[src/rtl/core/assert_macros.svh]
// Assertion macros for the RTL of the tag nesting checker.
// No dependencies; taken in by `include where a module asserts.
`ifndef ASSERT_MACROS_SVH
`define ASSERT_MACROS_SVH

// Property checked at every rising edge, held off while reset is low
`define ASSERT_CLK(lbl, clk, rst_n, prop, msg) \
  lbl: assert property (@(posedge clk) disable iff (!rst_n) (prop)) else $error(msg);

// Expression that must never be true outside reset
`define ASSERT_NEVER(lbl, clk, rst_n, expr, msg) \
  lbl: assert property (@(posedge clk) disable iff (!rst_n) !(expr)) else $error(msg);

`endif

[src/rtl/core/mtnc_ram.sv]
// Generic single-port-write, single-port-read RAM with registered read data.
// No dependencies.
module mtnc_ram #(
  parameter int unsigned Width = 8,
  parameter int unsigned Depth = 16,
  localparam int unsigned AddrW = $clog2(Depth)
) (
  input  logic             clk_i,
  input  logic             we_i,
  input  logic [AddrW-1:0] waddr_i,
  input  logic [Width-1:0] wdata_i,
  input  logic [AddrW-1:0] raddr_i,
  output logic [Width-1:0] rdata_o
);

  logic [Width-1:0] mem_q [Depth];
  logic [Width-1:0] rdata_q;

  // Write port and registered read port (read returns old data on a clash)
  always_ff @(posedge clk_i) begin
    if (we_i) begin
      mem_q[waddr_i] <= wdata_i;
    end
    rdata_q <= mem_q[raddr_i];
  end

  assign rdata_o = rdata_q;

endmodule

[config.mk]
export PLATFORM = sky130hd
export DESIGN_NAME = mtnc_ram
export DESIGN_NICKNAME = d
export VERILOG_FILES = /design/src/rtl/core/assert_macros.svh /design/src/rtl/core/mtnc_ram.sv
export SDC_FILE = /design/constraint.sdc
export NUM_CORES = 1
export LEC_CHECK = 0
export ABC_AREA = 1
export BUFFER_PORTS_ARGS = -buffer_cell sky130_fd_sc_hd__buf_2
export CAP_MARGIN = 20
export CORE_ASPECT_RATIO = 0.75
export CORE_UTILIZATION = 45
export CTS_BUF_LIST = sky130_fd_sc_hd__clkbuf_16
export DETAILED_ROUTE_END_ITERATION = 8
export GPL_TIMING_DRIVEN = 0
export PLACE_DENSITY_LB_ADDON = 0.05
export SLEW_MARGIN = 20
export SYNTH_ARGS = -nofsm -noshare
export SYNTH_HDL_FRONTEND = slang
export SYNTH_SLANG_ARGS = --single-unit
export TNS_END_PERCENT = 30
[constraint.sdc]
create_clock -name clk_i -period 1.6 [get_ports clk_i]
set_input_delay 0.16 -clock clk_i [delete_from_list [all_inputs] [get_ports clk_i]]
set_output_delay 0.16 -clock clk_i [all_outputs]
set_load 0.05 [all_outputs]
==> flow_summary.ini, run 1 <==
[synthesis]
largest_family_of_logic_cells_by_synthesized_area = simple AND/OR/NAND/NOR gates
yosys-mux-area-fraction = 0
avgSynthCellArea_um2 = 10.5
synth_cell_types = 12
synth_compound_area_frac = 0
synthSimpleGateAreaFrac = 0.210
cell_area_synth_mm2 = 0.00577
syn_nets = 569
synth-adder-area-share = 0
synth-seq-cells = 136
yosys.area_share.xor_xnor = 0
synthesis.instances = 551
synth_warnings = 0
synth-seq-area-share = 0.694

[clocking]
clk_path_buf_depth = 2
cts_tree = done
clkTransAtPathRegs_ns = 0.06
clock_latency_ns = 0.41
cts.sink_count = 136
cts.repair.resized = 0
cts_hold_repair.buffers = 0
inserted_clock_buffers = 17
ctsRootBufferMaster = clkbuf_16
htree_levels = 4
post_cts_buffers = 0

[sta]
timing_worst_slew_pin_value_ns = 1.11
timing.final.crit_period_ns = 1.36
hold_viol = 0
timing_max_transition_violations_final = 0
grt_setup_unrepaired = false
max_freq_mhz = 735
slew-limit-headroom = 0.256
clock_skew_ns = 0.00536
final-setup-viol-count = 0
min_period_over_period = 0.851
finalSetupTns_ns = 0
fin_worst_hold_slack_ns = 0.158

[power_and_ir_drop]
vdd_drop_max_uv = 739
power_per_cell_area_mw_per_mm2 = 1280
leakage_uw = 0.00290
power.total_uw = 8510

[global_route]
largest_net_degree_at_the_start_of_global_routing = 17
vias_in_the_first_global_route = 3682
grt_antenna_before_repair = 0
track_usage = 0.243
grt_first_pass_wirelength_mm = 22.2
global_route.overflow_total = 0

[setup_path]
worst-endpoint-required_ns = 1.63
timing.rr.end = rdata_o[7]$_DFF_P_
worst_setup_path_start_kind = input port
path_cells = buf_2 > nand3b_1 > nor2_1
worstSetupEndpointType = flip-flop
reg2reg_setup_slack_ns = 0.52
worstPathBufferInverterCount = 1
worst_path_max_delay_cell = nor2_1
timing.critical_path.max_delay_family = simple AND/OR/NAND/NOR gates
worst_path_largest_cell_delay_ns = 0.88
reg2reg_from = mem_q[3][7]$_DFFE_PP_
timing.setup.critical_path_class = input port to flip-flop
path_max_fanout = 8
rr_worst_depth = 6
arrival_ns = 1.39

[worst_hold_path]
min_to = mem_q[7][2]$_DFFE_PP_
hold_start = wdata_i[2]
worst_hold_path_cell_count = 1
worst_hold_path_type = input port to flip-flop

[status]
outcome = finished, final reports clean

[floorplanning]
die_width_um = 133
ios = 26
placement_rows = 35
die_area_mm2 = 0.0133
fp.dieH_um = 100
core_region_area_mm2 = 0.0124
initial_utilization = 0.465

[final_layout]
postLayoutCellArea_mm2 = 0.00667
fin_util = 0.538
layout_stage_area_growth_over_the_synthesis_result_pct = 15.6
regArea_mm2 = 0.00400
fraction_of_final_layout_cells_sized_beyond_drive_strength_1 = 0.126
antennaDiodeCount = 0
most-common-layout-cells = nand2_1, edfxtp_1, inv_1
finalNetCount = 610
final_common_cell = nand2_1
multiInputGateArea_mm2 = 0.00121
filler_cell_count = 1112

[placement]
gp_routability_congestion = 0.826
placed_instance_area_mm2 = 0.00608
place_hpwl_mm = 9.56
port_buffers = 22

[route]
ant_nets = 0
totalWireLength_mm = 14.8
vias_per_cell = 5.06
first_pass_iters = 4
post_drt_wl_per_cell_um = 19.2
initialDrtViolationCount = 324
drcViolationCount = 0
vias = 3902

[flow_run]
drv_cap = 0
-- final cells by class --
class | instances | share of cell area
sequential | 136 | 0.600
clock buffer | 17 | 0.0638
buffer | 24 | 0.0250
multi-input combinational | 289 | 0.182
tap | 166 | 0.0311
inverter | 102 | 0.0574
clock inverter | 15 | 0.0238
timing repair buffer | 22 | 0.0165
-- per-layer routing --
layer  routed length, um  GRT usage
met1                7300      0.361
met2                6030      0.335
met3                1010     0.0505
met5                   0          0
met4                 499      0.129
-- Yosys cell counts, drive strengths merged --
cell type  instances  area (um2)
nand3             97         485
nand2            173         649
buf               24         166
dfxtp              8         160
inv              102         383
nand3b             2        15.0
edfxtp           128        3840
nor2              17        63.8
-- worst max path at each step --
stage / slack (ns) / startpoint / endpoint / depth (start not counted)
2_1_floorplan: 0.49 / waddr_i[2] / mem_q[10][0]$_DFFE_PP_ / 2
3_3_place_gp: -0.11 / waddr_i[3] / mem_q[5][3]$_DFFE_PP_ / 3
3_5_place_dp: -0.15 / waddr_i[3] / mem_q[7][3]$_DFFE_PP_ / 3
4_1_cts: 0.28 / waddr_i[3] / mem_q[7][4]$_DFFE_PP_ / 3
5_1_grt: 0.22 / waddr_i[3] / mem_q[7][4]$_DFFE_PP_ / 3
6_report: 0.24 / waddr_i[3] / mem_q[7][3]$_DFFE_PP_ / 3
-- cells by family after synthesis --
family	Yosys count
buf+inv	126
flops	136
simple gates	289
-- through the flow --
| step | setup WS, ns | instances |
|---|---|---|
| 3_5_place_dp | -0.153 | 739 |
| 6_report | 0.239 | 771 |
| 2_1_floorplan | 0.489 | 551 |
| 3_3_place_gp | -0.107 | 739 |
| 4_1_cts | 0.282 | 771 |
| 5_1_grt | 0.216 | 771 |
-- registers in the layout, summed over array words and instances, names as in the netlist --
register	cells
mem_q	128
rdata_o	8
-- where the power goes --
group / leakage, uW / switching [uW] / internal [uW] / total (uW)
logic: 0.00139 / 457 / 153 / 610
clock network: 0.000285 / 1470 / 2420 / 3890
registers: 0.00122 / 18.0 / 3980 / 4000
total: 0.00290 / 1950 / 6560 / 8510
Power figures use the tool's default switching activity.
==> run 2: changes to the inputs <==
Settings changed: BUFFER_PORTS_ARGS -buffer_cell sky130_fd_sc_hd__buf_2 to not set, DONT_BUFFER_PORTS set to 1.
==> flow_summary.ini, run 2 (synthesized netlist as in run 1, its figures left out) <==
[placement]
port_buffers = 0
place_hpwl_mm = 9.53
gp_routability_congestion = 0.840
placed_instance_area_mm2 = 0.00597
pre_cts_slack_ns = 0.00897

[worst_hold_path]
worst_hold_path_type = input port to flip-flop

[setup_path]
worst_path_max_delay_cell = nor2_1
worstPathBufferInverterCount = 0
path_max_fanout = 8
worst_setup_path_start_kind = input port
timing.critical_path.max_delay_family = simple AND/OR/NAND/NOR gates
path_cells = nand3b_1 > nor2_1
worst_path_largest_cell_delay_ns = 0.82
worstSetupEndpointType = flip-flop
worst-endpoint-required_ns = 1.63
arrival_ns = 1.21
timing.setup.critical_path_class = input port to flip-flop

[final_layout]
finalNetCount = 596
most-common-layout-cells = nand2_1, edfxtp_1, inv_1
final_common_cell = nand2_1
largest-register = mem_q
largest_reg_flops = 128
layout_stage_area_growth_over_the_synthesis_result_pct = 14.1
postLayoutCellArea_mm2 = 0.00658
fraction_of_final_layout_cells_sized_beyond_drive_strength_1 = 0.0846

[sta]
timing.final.crit_period_ns = 1.19
final-setup-viol-count = 0
slew-limit-headroom = 0.315
timing_worst_slew_pin_value_ns = 1.02
max_freq_mhz = 843
min_period_over_period = 0.741
timing_max_transition_violations_final = 0
grt_setup_unrepaired = false
hold_viol = 0
clock_skew_ns = 0.00578
final.setup.worst_slack_ns = 0.414
finalSetupTns_ns = 0

[route]
drcViolationCount = 0
post_drt_wl_per_cell_um = 19.3
vias_per_cell = 5.02
totalWireLength_mm = 14.7
first_pass_iters = 5
ant_nets = 0
vias = 3805
initialDrtViolationCount = 384

[clocking]
clock_latency_ns = 0.41
cts_hold_repair.buffers = 8
post_cts_buffers = 0
cts.repair.resized = 0
clkTransAtPathRegs_ns = 0.05
htree_levels = 4
inserted_clock_buffers = 17
clk_path_buf_depth = 2
cts.sink_count = 136
cts_tree = done
ctsRootBufferMaster = clkbuf_16

[global_route]
track_usage = 0.241
global_route.overflow_total = 0
largest_net_degree_at_the_start_of_global_routing = 17
grt_antenna_before_repair = 1
vias_in_the_first_global_route = 3626
grt_first_pass_wirelength_mm = 22.3

[floorplanning]
core_region_area_mm2 = 0.0124
placement_rows = 35
ios = 26
die_width_um = 133
die_area_mm2 = 0.0133
fp.dieH_um = 100
initial_utilization = 0.465

[power_and_ir_drop]
vdd_drop_max_uv = 791
power_per_cell_area_mw_per_mm2 = 1230
leakage_uw = 0.00283

[flow_run]
drv_cap = 0

[status]
outcome = finished, final reports clean
-- run 2: cell count changes in the layout (fill, tap and decap cells not counted), sizes merged --
cell,delta
buf,-22
dlygate4sd3,+8
inv,+3
bufinv,-2
clkinvlp,-1
diode,+1
-- run 2: power by group --
group	switching, uW	internal (uW)	total [uW]
registers	104	3990	4090
logic	359	139	498
clock network	1400	2080	3480
-- run 2: worst min-delay path: stages --
cell and delay (ns):
inv_2 0.06, nand2_1 0.06, nand2_1 0.05, nand2_1 0.05, nand3_1 0.06, nand3_1 0.06, nand2_1 0.06
-- run 2: path summary, 6_finish.rpt --
path                                             start               endpoint  slack, ns  cells past startpoint
worst max-delay path                        waddr_i[3]  mem_q[5][5]$_DFFE_PP_       0.41                      2
worst min-delay path                        raddr_i[0]     rdata_o[2]$_DFF_P_       0.21                      7
worst max register to register  mem_q[10][5]$_DFFE_PP_     rdata_o[5]$_DFF_P_       0.53                      6
worst min register to register  mem_q[15][6]$_DFFE_PP_     rdata_o[6]$_DFF_P_       0.69                      6
-- run 2: area by class of cell --
| type | count | area, um2 |
|---|---|---|
| fill | 1107 | 5810 |
| sequential | 136 | 4000 |
| multi-input combinational | 289 | 1210 |
| clock buffer | 17 | 425 |
| inverter | 102 | 383 |
| tap | 166 | 208 |
| buffer | 24 | 166 |
| clock inverter | 15 | 97.6 |
| timing repair buffer | 8 | 80.1 |
| antenna | 1 | 2.50 |
-- run 2: layer usage --
layer,routed length (um),track usage
met2,6490,0.360
met4,161,0.0840
met3,944,0.0470
met1,7060,0.354
met5,0,0
-- run 2: per-stage QoR --
step / hold slack (ns) / cells / power, uW / util
floorplan: 0.259 / 551 / 4440 / -
global placement: 0.260 / 717 / 4580 / 0.482
detailed placement: 0.260 / 717 / 4590 / 0.482
CTS: 0.201 / 757 / 8090 / 0.531
global route: 0.229 / 758 / 8290 / 0.531
finish: 0.211 / 758 / 8070 / 0.531
